===== src/rtl/core/sct_pkg.sv =====
// Shared types and constants of the saturation colouring tracker.
package sct_pkg;

	localparam int CNT_W = 7;
	localparam logic [CNT_W-1:0] COUNT_MAX = 7'd127;
	localparam logic [5:0] UNCOLORED = 6'd32;
	localparam int REPORT_COLORS = 32;

	typedef enum logic [2:0] {
		OP_CLEAR      = 3'd0,
		OP_SET_EDGE   = 3'd1,
		OP_SET_WEIGHT = 3'd2,
		OP_ASSIGN     = 3'd3,
		OP_UNASSIGN   = 3'd4,
		OP_QUERY      = 3'd5
	} op_t;

	typedef enum logic [0:0] {
		REG_NODES  = 1'b0,
		REG_COLORS = 1'b1
	} reg_idx_t;

	typedef enum logic [3:0] {
		S_IDLE,
		S_DISP,
		S_E_RDB,
		S_E_CHK,
		S_E_WRB,
		S_E_CNTB,
		S_E_CNTA,
		S_DRAIN,
		S_A_CHK,
		S_WALK_DN,
		S_WALK_UP,
		S_LOOK,
		S_LOOKW,
		S_SCAN,
		S_OUT
	} state_t;

	typedef struct packed {
		logic load;
		logic clr;
		logic wr_weight;
		logic adj_rd;
		logic col_rd;
		logic rd_neigh;
		logic lat_a;
		logic lat_b;
		logic adj_wr_a;
		logic adj_wr_b;
		logic set_err;
		logic walk_start;
		logic walk_up;
		logic walk_step;
		logic rmw;
		logic rmw_to_neigh;
		logic look;
		logic lat_node;
		logic scan_start;
		logic scan_step;
		logic out_load;
	} cmd_t;

	typedef struct packed {
		logic [2:0] op;
		logic       edge_go;
		logic       asg_ok;
		logic       unasg_ok;
		logic       old_colored;
		logic       walk_done;
		logic       scan_done;
		logic       out_free;
		logic       ca_col;
		logic       cb_col;
	} sts_t;

endpackage


===== src/rtl/core/sct_ctrl.sv =====
// Sequencer for the colouring tracker: one item at a time.
module sct_ctrl (
	input  logic          clk,
	input  logic          arst_n,
	input  logic          in_valid,
	output logic          in_stall,
	input  sct_pkg::sts_t sts,
	output sct_pkg::cmd_t cmd
);

	sct_pkg::state_t state_q, state_d;

	always_ff @(posedge clk or negedge arst_n) begin
		if (!arst_n) begin
			state_q <= sct_pkg::S_IDLE;
		end else begin
			state_q <= state_d;
		end
	end

	always_comb begin
		state_d  = state_q;
		cmd      = '0;
		in_stall = (state_q != sct_pkg::S_IDLE);
		unique case (state_q)
			sct_pkg::S_IDLE: begin
				if (in_valid) begin
					cmd.load = 1'b1;
					state_d  = sct_pkg::S_DISP;
				end
			end
			sct_pkg::S_DISP: begin
				case (sts.op) inside
					sct_pkg::OP_CLEAR: begin
						cmd.clr = 1'b1;
						state_d = sct_pkg::S_LOOK;
					end
					sct_pkg::OP_SET_EDGE: begin
						cmd.adj_rd = 1'b1;
						cmd.col_rd = 1'b1;
						state_d    = sct_pkg::S_E_RDB;
					end
					sct_pkg::OP_SET_WEIGHT: begin
						cmd.wr_weight = 1'b1;
						state_d       = sct_pkg::S_LOOK;
					end
					sct_pkg::OP_ASSIGN, sct_pkg::OP_UNASSIGN: begin
						cmd.adj_rd = 1'b1;
						cmd.col_rd = 1'b1;
						state_d    = sct_pkg::S_A_CHK;
					end
					default: state_d = sct_pkg::S_LOOK;
				endcase
			end
			sct_pkg::S_E_RDB: begin
				cmd.lat_a    = 1'b1;
				cmd.adj_rd   = 1'b1;
				cmd.col_rd   = 1'b1;
				cmd.rd_neigh = 1'b1;
				state_d      = sct_pkg::S_E_CHK;
			end
			sct_pkg::S_E_CHK: begin
				cmd.lat_b = 1'b1;
				if (sts.edge_go) begin
					cmd.adj_wr_a = 1'b1;
					state_d      = sct_pkg::S_E_WRB;
				end else begin
					state_d = sct_pkg::S_LOOK;
				end
			end
			sct_pkg::S_E_WRB: begin
				cmd.adj_wr_b = 1'b1;
				state_d      = sct_pkg::S_E_CNTB;
			end
			sct_pkg::S_E_CNTB: begin
				cmd.rmw          = sts.ca_col;
				cmd.rmw_to_neigh = 1'b1;
				state_d          = sct_pkg::S_E_CNTA;
			end
			sct_pkg::S_E_CNTA: begin
				cmd.rmw = sts.cb_col;
				state_d = sct_pkg::S_DRAIN;
			end
			sct_pkg::S_DRAIN: state_d = sct_pkg::S_LOOK;
			sct_pkg::S_A_CHK: begin
				if (sts.op == sct_pkg::OP_ASSIGN) begin
					if (sts.asg_ok) begin
						cmd.walk_start = 1'b1;
						cmd.walk_up    = !sts.old_colored;
						state_d = sts.old_colored ? sct_pkg::S_WALK_DN : sct_pkg::S_WALK_UP;
					end else begin
						state_d = sct_pkg::S_LOOK;
					end
				end else if (sts.unasg_ok) begin
					cmd.walk_start = 1'b1;
					state_d        = sct_pkg::S_WALK_DN;
				end else begin
					cmd.set_err = 1'b1;
					state_d     = sct_pkg::S_LOOK;
				end
			end
			sct_pkg::S_WALK_DN: begin
				if (!sts.walk_done) begin
					cmd.walk_step = 1'b1;
				end else if (sts.op == sct_pkg::OP_ASSIGN) begin
					cmd.walk_start = 1'b1;
					cmd.walk_up    = 1'b1;
					state_d        = sct_pkg::S_WALK_UP;
				end else begin
					state_d = sct_pkg::S_DRAIN;
				end
			end
			sct_pkg::S_WALK_UP: begin
				if (!sts.walk_done) begin
					cmd.walk_step = 1'b1;
				end else begin
					state_d = sct_pkg::S_DRAIN;
				end
			end
			sct_pkg::S_LOOK: begin
				cmd.look = 1'b1;
				state_d  = sct_pkg::S_LOOKW;
			end
			sct_pkg::S_LOOKW: begin
				cmd.lat_node   = 1'b1;
				cmd.scan_start = 1'b1;
				state_d        = sct_pkg::S_SCAN;
			end
			sct_pkg::S_SCAN: begin
				if (!sts.scan_done) begin
					cmd.scan_step = 1'b1;
				end else begin
					state_d = sct_pkg::S_OUT;
				end
			end
			sct_pkg::S_OUT: begin
				if (sts.out_free) begin
					cmd.out_load = 1'b1;
					state_d      = sct_pkg::S_IDLE;
				end
			end
			default: state_d = sct_pkg::S_IDLE;
		endcase
	end

endmodule


===== config.mk =====
export PLATFORM = sky130hd
export DESIGN_NAME = sct_ctrl
export DESIGN_NICKNAME = d
export VERILOG_FILES = /design/src/rtl/core/sct_pkg.sv /design/src/rtl/core/sct_ctrl.sv
export SDC_FILE = /design/constraint.sdc
export NUM_CORES = 1
export LEC_CHECK = 0
export BUFFER_PORTS_ARGS = -buffer_cell sky130_fd_sc_hd__buf_4
export CORE_UTILIZATION = 44
export DETAILED_ROUTE_END_ITERATION = 8
export GPL_TIMING_DRIVEN = 0
export HOLD_SLACK_MARGIN = 0.08
export PLACE_DENSITY = 0.79
export SYNTH_ARGS = -nofsm -noshare
export SYNTH_HDL_FRONTEND = slang
export SYNTH_SLANG_ARGS = --single-unit
export TNS_END_PERCENT = 100

===== constraint.sdc =====
create_clock -name clk -period 2 [get_ports clk]
set_clock_uncertainty 0.2 [all_clocks]
set_input_delay 0.1 -clock clk [delete_from_list [all_inputs] [get_ports clk]]
set_output_delay 0.1 -clock clk [all_outputs]
set_load 0.01 [all_outputs]

# After elaboration in Yosys (flattened, before gate mapping)
# Cells that the tools add are included.
word_totals:
  reg_bits: 4
  in_bits: 15
  out_inout_bits: 22
  wordCells: 83
classes:
  eq_ne: 23
  n_mux: 52
  n_reduce_logical: 7
op_table:
  columns: ["cell", "count"]
  rows:
  - ["one-hot mux 4 bit (15 select lines)", 1]
  - ["2-to-1 mux 4 bit", 10]
  - ["2-to-1 mux 2 bit", 16]
  - ["== test 4 bit (second input constant)", 7]
  - ["2-to-1 mux 1 bit", 22]
  - ["== test 4 x 3 -> 1 bit (second input constant)", 4]
  - ["!= test 2 bit (second input constant)", 5]
  - ["== test 4 x 2 -> 1 bit (second input constant)", 2]
  - ["one-hot mux 2 bit (2 select lines)", 2]
  - ["== test 3 x 2 -> 1 bit (second input constant)", 2]
  - ["AND reduction 5 bit", 1]
  - ["== test 4 x 1 -> 1 bit (second input constant)", 1]
  - ["zero test 4 bit", 1]
  - ["nonzero test 4 bit", 1]
  - ["OR reduction 2 bit", 2]
  - ["== test 3 x 1 -> 1 bit (second input constant)", 1]
  - ["== test 3 bit (second input constant)", 1]
  - ["zero test 3 bit", 1]
  - ["one-hot mux 1 bit (2 select lines)", 1]
  - ["zero test 1 bit", 1]

# Longest topological paths before layout
# Gate-level depths: netlist of the first run.
depth:
  depth_word: 7
  mapped_depth: 7
  mapped_depth_nobuf: 5

# Worst setup path before layout of the first run
# OpenSTA, ideal clock, no wires.
synth_path:
  path_kind: "register -> output"
  start: "reg state_q[3]"
  end: "out cmd[17] (netlist bit)"
  t_arrival_ns: 1.501
  t_required_ns: 1.700
  path_slack_ns: 0.199
  stages_incl_launch_ff: 6
  cell_sequence: "dfrtp_1 -> buf_2 -> buf_2 -> nor3_1 -> o21bai_1 -> buf_4"
synth_lines:
  columns: ["item", "line_no", "rtl"]
  rows:
  - ["start, declared", "sct_ctrl.sv:11", "sct_pkg::state_t state_q, state_d;"]
  - ["start signal, assigned", "sct_ctrl.sv:15", "state_q <= sct_pkg::S_IDLE;"]
  - ["start signal, assigned", "sct_ctrl.sv:17", "state_q <= state_d;"]
  - ["end, declared", "sct_ctrl.sv:8", "output sct_pkg::cmd_t cmd"]

==> run summary, run 1 <==
==================================================================================
GRT met1 Usage ......................................................        0.345
Run status .......................................................... finished clean
Power density relative to cell area ................................. 1370 mW/mm^2
Std cell rows .......................................................           13
Depth of the CTS H-tree .............................................            1
DR vias/cell ........................................................         5.95
Static leakage ......................................................     0.496 nW
Final hold violation count ..........................................            0
Total number of yosys warnings ......................................            0
Shortest period the worst path allows ...............................      1.97 ns
Data arrival time at the worst-slack endpoint .......................      1.67 ns
CTS clock-pin slew for the worst setup and hold paths ...............      0.03 ns
Worst VDD drop ......................................................       755 uV
Endpoint kind of the worst setup timing path ........................ primary output
Clock tree from TritonCTS ...........................................          yes
Antenna fix cells ...................................................            0
Number of cell instances on the worst register-to-register path .....            5
Number of slew-limit violations in the final report .................            0
Standard cell core area ............................................. 0.00138 mm^2
# Max-Cap Violations ................................................            0
CTS root buf ........................................................ sky130_fd_sc_hd__clkbuf_4
Power spent charging and discharging nets ...........................   0.000727 W
Register with the most flip-flops ...................................      state_q
Switching Fraction ..................................................        0.498
Worst slew slack as a fraction of its limit .........................        0.750
Area leader, netlist ................................................ sky130_fd_sc_hd__dfrtp_1
Vias in the first global route ......................................          818
Number of setup violations in the final report ......................            0
Average wire per cell in the routed design ..........................      14.1 um
Worst-path cell chain ............................................... buf_6 > or4b_4 > nor4b_4 > buf_4
M2 GR Usage .........................................................        0.397
Flip-flop count of the largest register, all copies and words added .            4
Effective utilization at floorplan ..................................        0.500
Placed instance area ................................................     981 um^2
Number of flops mapped to enable cells by yosys .....................            0
Largest net degree at the start of global routing ...................           11
Buffers on Ports ....................................................           36
Cell Int Power ......................................................   0.000731 W
Clock network latency to the later pin of the worst-skew pair .......      0.23 ns
Clock buffer depth ..................................................            2
Crit path kind ...................................................... flip-flop to primary output
Comb power frac .....................................................        0.808
Crit share post-route ...............................................        0.986
Max FO, Critical Path ...............................................           10
Hold Crit Class ..................................................... primary input to flip-flop
Placed wire-length estimate after detailed placement ................      1550 um
Total routed wirelength .............................................      2180 um
Via count of the routed design ......................................          923
Area delta synth->final .............................................        53.3%
Tightest Pin Transition .............................................     0.374 ns
Number of storage elements in the synthesis netlist .................            4
DIE HEIGHT ..........................................................      41.7 um
I/O pin total .......................................................           37
CP Launch Type ......................................................    flip-flop
Clock Sinks .........................................................            4
Cell Area, Synth ....................................................     692 um^2
Tightest hold margin ................................................    0.0896 ns
Library cell with the highest instance count after synthesis ........ sky130_fd_sc_hd__nor2_1
Initial DRC count ...................................................           40
Pre-antenna DRT Iters ...............................................            6
Worst R2R Setup Slack ...............................................      0.10 ns
Sequential fraction of the synthesis area ...........................        0.145
Syn avg cell area ...................................................    6.92 um^2
Number of library cell types mapped by synthesis ....................           41
Cells on Worst Hold Path ............................................            4
Worst setup slack after placement ...................................    0.0219 ns
Number of antenna violations at the first check in global routing ...            0
Async set-reset flop share out of synthesis .........................         1.00
Buf+Inv Stages, Crit Path ...........................................            2
Cells after Synth ...................................................          100
Worst hold path endpoint ............................................ state_q[2]$_DFFE_PN0P_
Post-route DRC violation count ......................................            0
Post-synth top area share ...........................................        0.145
Number of nets in the final layout ..................................          157
Grt peak-use layer ..................................................         met2
Sequential power share ..............................................        0.125
Share of power burned in the clock network ..........................        0.067
Leading post-synthesis cells by instance count ...................... sky130_fd_sc_hd__nor2_1 (12), sky130_fd_sc_hd__nand2_1 (9), sky130_fd_sc_hd__nand3_1 (9)
Congestion Overflow GR ..............................................            0
Startpoint of the most critical register-to-register path ........... state_q[0]$_DFFE_PN0P_
Die outline area .................................................... 0.00174 mm^2
Number of nets with antenna violations after routing ................            0
Synth Flop Type ..................................................... sky130_fd_sc_hd__dfrtp_1
Worst Hold Launch ...................................................       sts[8]
First-pass GRT wire length ..........................................      3470 um
Gpl congestion ......................................................        0.945
Cells taking the most area after synthesis .......................... sky130_fd_sc_hd__dfrtp_1 (14%), sky130_fd_sc_hd__nand3_1 (6.5%), sky130_fd_sc_hd__nor2_1 (6.5%)
Fraction of layout instances using a drive strength above 1 .........        0.429
Total CTS buffers ...................................................            3
Endpoint of the worst-slack reg-to-reg timing path .................. state_q[2]$_DFFE_PN0P_
Critical path required time .........................................      1.70 ns
Launch point of the critical path ................................... state_q[1]$_DFFE_PN0P_
Die Width ...........................................................      41.7 um
Setup repair after global routing missed its margin .................          yes
GRT Util Overall ....................................................        0.254
Post-route cell area ................................................ 0.00106 mm^2
Crit-path max cell delay ............................................      0.56 ns
Synth Net Count .....................................................          115
CP delay by family, top ............................................. simple AND/OR/NAND/NOR gates
Largest regs ........................................................ state_q: 4 flops
Setup WS post-layout ................................................    0.0280 ns
Cell type of the slowest stage on the worst timing path ............. sky130_fd_sc_hd__or4b_4
Met3 Usage GRT ......................................................       0.0304
Highest achievable clock rate .......................................      507 MHz
==================================================================================
## per-stage QoR
step / power, W / cells / util / TNS, ns
after floorplan: 0.000973 / 100 / - / 0
after global placement: 0.00127 / 151 / 0.710 / 0
after detailed placement: 0.00129 / 151 / 0.710 / 0
after CTS: 0.00141 / 155 / 0.748 / -0.00587
after global routing: 0.00157 / 155 / 0.767 / -0.0676
final: 0.00146 / 155 / 0.767 / 0
## cell usage in the layout, fill, tap and decap left out, types with 3 or more instances in the layout
master,instances
sky130_fd_sc_hd__buf_2,4
sky130_fd_sc_hd__nor2_1,12
sky130_fd_sc_hd__inv_1,4
sky130_fd_sc_hd__nand2_1,9
sky130_fd_sc_hd__nand3_1,9
sky130_fd_sc_hd__clkbuf_4,3
sky130_fd_sc_hd__nor2b_1,3
sky130_fd_sc_hd__dfrtp_1,3
sky130_fd_sc_hd__a21oi_1,4
sky130_fd_sc_hd__o21ai_0,3
sky130_fd_sc_hd__buf_4,40
sky130_fd_sc_hd__nor3_1,6
sky130_fd_sc_hd__a22o_1,3
sky130_fd_sc_hd__nand3b_1,3
## worst max path at each step
stage | to | slack, ns | depth (start not counted)
after floorplan | cmd[17] | 0.20 | 5
after global placement | cmd[9] | 0.05 | 5
after detailed placement | cmd[9] | 0.02 | 5
after CTS | cmd[18] | -0.006 | 4
after global routing | cmd[18] | -0.02 | 4
final | cmd[18] | 0.03 | 4
## logic make-up (layout without fill, tap and decap cells)
kind of cell	Yosys count	after routing	share of synthesized area
flip-flops	4	4	0.145
AND/OR/NAND/NOR	59	59	0.472
AO/OA/AOI/OAI	22	22	0.259
buffers and inverters	14	54	0.112
XOR/XNOR	1	1	0.0127
## worst reg2reg max path, stage by stage, from the launching register on
cell and delay, ns:
sky130_fd_sc_hd__dfrtp_1 0.44, sky130_fd_sc_hd__or3b_2 0.50, sky130_fd_sc_hd__a21oi_2 0.20, sky130_fd_sc_hd__or2_4 0.18
sky130_fd_sc_hd__a311oi_4 0.06, sky130_fd_sc_hd__a31o_1 0.21
## layer usage
layer  share of wire  up-vias
met1            0.44      431
met3           0.058        6
li1                -      441
met5               0        -
met2            0.47       45
met4           0.023        0
## repair_timing
action | in CTS | in global routing
hold buffers | 2 | 0
buffers inserted | 0 | 1
resized for setup | 3 | 9
setup endpoints to repair | 5 | 9
endpoints found under the hold margin | 4 | 0
pin swaps | 2 | 2
## final cells by class
| cell class | instances | area, um^2 |
|---|---|---|
| Buffer | 8 | 53.8 |
| Clock buffer | 3 | 22.5 |
| Fill cell | 110 | 322 |
| Inverter | 4 | 15.0 |
| Multi-Input combinational cell | 82 | 552 |
| Sequential cell | 4 | 101 |
| Tap cell | 15 | 18.8 |
| Timing Repair Buffer | 39 | 298 |
## power by group through the flow
stage          Combinational [W]  Sequential, W  Clock (W)
5_1_grt                  0.00127       0.000185   0.000114
3_5_place_dp             0.00113       0.000156          0
3_3_place_gp             0.00112       0.000153          0
6_report                 0.00118       0.000182  0.0000980
4_1_cts                  0.00115       0.000155   0.000101
2_1_floorplan           0.000825       0.000148          0
No activity file was read; power rests on OpenSTA's default activity.
==> run 2: changes to the inputs <==
--- a/config.mk
+++ b/config.mk
@@ -6,11 +6,11 @@
 export NUM_CORES = 1
 export LEC_CHECK = 0
 export BUFFER_PORTS_ARGS = -buffer_cell sky130_fd_sc_hd__buf_4
-export CORE_UTILIZATION = 44
+export CORE_ASPECT_RATIO = 0.7
+export CORE_UTILIZATION = 31
 export DETAILED_ROUTE_END_ITERATION = 8
 export GPL_TIMING_DRIVEN = 0
 export HOLD_SLACK_MARGIN = 0.08
-export PLACE_DENSITY = 0.79
 export SYNTH_ARGS = -nofsm -noshare
 export SYNTH_HDL_FRONTEND = slang
 export SYNTH_SLANG_ARGS = --single-unit
==> run 2 against run 1 <==
Compared with the run above: core utilization down 19 points; cell count grew 13%; clock power increased by 6%; sequential share of layout area down 0.53 points; critical endpoint unchanged; first-iteration DRC count grew 35%; worst hold slack better by 0.046 ns; register-to-register slack is essentially flat; critical path depth stayed put; via count is 4.0% lower; non-clock buffer count increased by 5; sequential power grew 5%.
==> run summary, run 2 (synthesis gave the netlist of run 1 again) <==
==================================================================================
Placed Instances ....................................................          166   +9.9%
Standard cell core area ............................................. 0.00197 mm^2   +42%
Clock buffer depth ..................................................            2   unchanged
Die Width ...........................................................      58.5 um   +40%
Most common cell after layout, fill and taps aside .................. sky130_fd_sc_hd__buf_4
Data arrival time at the worst-slack endpoint .......................      1.66 ns   about the same
Shortest period the worst path allows ...............................      1.96 ns   -0.00701 ns
Clock Sinks .........................................................            4   unchanged
Final hold violation count ..........................................            0   unchanged
Total routed wirelength .............................................      2200 um   +0.73%
Worst VDD drop ......................................................       492 uV   -35%
CP Launch Type ......................................................    flip-flop
Initial DRC count ...................................................           54   +35%
Via count of the routed design ......................................          886   -4.0%
Worst setup slack after placement ...................................   -0.0755 ns   -0.0974 ns
I/O pin total .......................................................           37   unchanged
Post-layout total power .............................................    0.00152 W   +4.4%
Number of slew-limit violations in the final report .................            0   unchanged
Highest achievable clock rate .......................................      509 MHz   +0.36%
Static leakage ......................................................     0.526 nW   +5.9%
Clock tree from TritonCTS ...........................................          yes
Power spent charging and discharging nets ...........................   0.000733 W   +0.86%
Flip-flop count of the largest register, all copies and words added .            4   unchanged
Antenna fix cells ...................................................            0   unchanged
Sequential power share ..............................................        0.125   about the same
Clock network latency to the later pin of the worst-skew pair .......      0.24 ns   about the same
Met3 Usage GRT ......................................................       0.0405   +0.0101
Crit path kind ...................................................... flip-flop to primary output
Switching Fraction ..................................................        0.482   -0.0169
Critical path required time .........................................      1.70 ns   about the same
Worst slew slack as a fraction of its limit .........................        0.763   +0.0136
Vias in the first global route ......................................          763   -6.7%
CTS root buf ........................................................ sky130_fd_sc_hd__clkbuf_4
GRT met1 Usage ......................................................        0.287   -0.0579
First-pass GRT wire length ..........................................      3520 um   +1.4%
Run status .......................................................... finished clean
Die outline area .................................................... 0.00243 mm^2   +40%
Fraction of layout instances using a drive strength above 1 .........        0.462   +0.0335
Grt peak-use layer ..................................................         met1
# Max-Cap Violations ................................................            0   unchanged
DIE HEIGHT ..........................................................      41.5 um   -0.31%
Crit share post-route ...............................................        0.982   -0.00351
Utilization of the core after routing ...............................        0.578   -0.190
Endpoint kind of the worst setup timing path ........................ primary output
Comb power frac .....................................................        0.806   -0.002
Pre-antenna DRT Iters ...............................................            4   -2
Number of setup violations in the final report ......................            0   unchanged
Share of power burned in the clock network ..........................        0.068   about the same
Total CTS buffers ...................................................            3   unchanged
Number of standard cells in the layout, taps in and fillers out .....          175   +13%
Largest net degree at the start of global routing ...................           11   unchanged
Largest regs ........................................................ state_q: 4 flops
Setup repair after global routing missed its margin .................          yes
Effective utilization at floorplan ..................................        0.352   -0.149
Number of nets with antenna violations after routing ................            0   unchanged
Tightest Pin Transition .............................................     0.354 ns   -0.0204 ns
Cell Int Power ......................................................   0.000789 W   +7.9%
Average wire per cell in the routed design ..........................      12.5 um   -11%
Register with the most flip-flops ...................................      state_q
Number of nets in the final layout ..................................          162   +3.2%
M2 GR Usage .........................................................        0.262   -0.135
CTS clock-pin slew for the worst setup and hold paths ...............      0.04 ns   about the same
Total negative slack for setup checks ...............................         0 ns   unchanged
Depth of the CTS H-tree .............................................            1   unchanged
Buffers on Ports ....................................................           36   unchanged
Hold Crit Class ..................................................... primary input to flip-flop
Std cell rows .......................................................           13   unchanged
GRT Util Overall ....................................................        0.187   -0.0670
Area delta synth->final .............................................        64.4%
Filler cell count in the final layout ...............................          198   +80%
Max FO, Critical Path ...............................................           10   unchanged
Congestion Overflow GR ..............................................            0   unchanged
Number of antenna violations at the first check in global routing ...            0   unchanged
Setup WS post-layout ................................................    0.0351 ns   +0.00701 ns
Top library cells by usage in the layout, fill and taps aside ....... sky130_fd_sc_hd__buf_4 (45), sky130_fd_sc_hd__nor2_1 (12), sky130_fd_sc_hd__nand2_1 (9), sky130_fd_sc_hd__nand3_1 (9), sky130_fd_sc_hd__nor3_1 (6)
DR vias/cell ........................................................         5.06   -15%
Placed wire-length estimate after detailed placement ................      1660 um   +7.4%
Power density relative to cell area ................................. 1340 mW/mm^2   -2.6%
Gpl congestion ......................................................        0.755   -20%
Post-route DRC violation count ......................................            0   unchanged
==================================================================================
==> run 2: changes by cell type in the layout (fill, tap and decap cells not counted), sizes merged <==
cell         previous run  this run
buf                    45        49
dlygate4sd3             2         3
==> run 2: power groups by stage <==
stage	logic, W	clock network (W)	registers (W)
finish	0.00123	0.000104	0.000191
global route	0.00133	0.000119	0.000197
CTS	0.00115	0.000108	0.000191
detailed placement	0.00114	0	0.000156
global placement	0.00113	0	0.000154
floorplan	0.000825	0	0.000148
==> run 2: critical path, stage by stage (launching register included) <==
cell and delay, ns:
sky130_fd_sc_hd__dfrtp_1 0.36, sky130_fd_sc_hd__buf_6 0.14, sky130_fd_sc_hd__or4b_4 0.54, sky130_fd_sc_hd__nor4b_4 0.22, sky130_fd_sc_hd__buf_4 0.15
==> run 2: worst paths after layout <==
kind	startpoint	end	slack [ns]	cells past startpoint
worst min-delay path	sts[2]	state_q[2]$_DFFE_PN0P_	0.14	4
max in group asynchronous	arst_n	state_q[2]$_DFFE_PN0P_	0.84	3
worst max register to register	state_q[1]$_DFFE_PN0P_	state_q[1]$_DFFE_PN0P_	0.10	6
worst min register to register	state_q[0]$_DFFE_PN0P_	state_q[0]$_DFFE_PN0P_	0.66	2
min in group asynchronous	arst_n	state_q[1]$_DFFE_PN0P_	0.56	3
worst max-delay path	state_q[1]$_DFFE_PN0P_	cmd[18]	0.04	4
==> run 2: what timing repair did <==
item                                    CTS  global route
pin swaps                                 1             1
endpoints found under the setup margin    6             5
setup buffers                             2             3
hold buffers                              3             0
resized for setup                         6             9
hold endpoints to repair                  5             0
==> run 2: per-layer routing <==
layer / up-vias / routed length (um)
met4: 0 / 0
met5: - / 0
met1: 392 / 1120
met3: 0 / 162
met2: 42 / 917
li1: 452 / -
==> run 2: final cells by class <==
cell class,count,area [um^2],area share
Multi-Input combinational cell,82,566,0.497
Timing Repair Buffer,44,338,0.297
Sequential cell,4,103,0.0902
Buffer,8,56.3,0.0495
Tap cell,30,37.5,0.0330
Clock buffer,3,22.5,0.0198
Inverter,4,15.0,0.0132
==> run 2: through the flow <==
stage	cell area [um^2]	hold slack (ns)
after floorplan	692	-0.396
after global placement	1000	-0.304
after detailed placement	1000	-0.303
after CTS	1080	0.125
after global routing	1140	0.132
final	1140	0.136
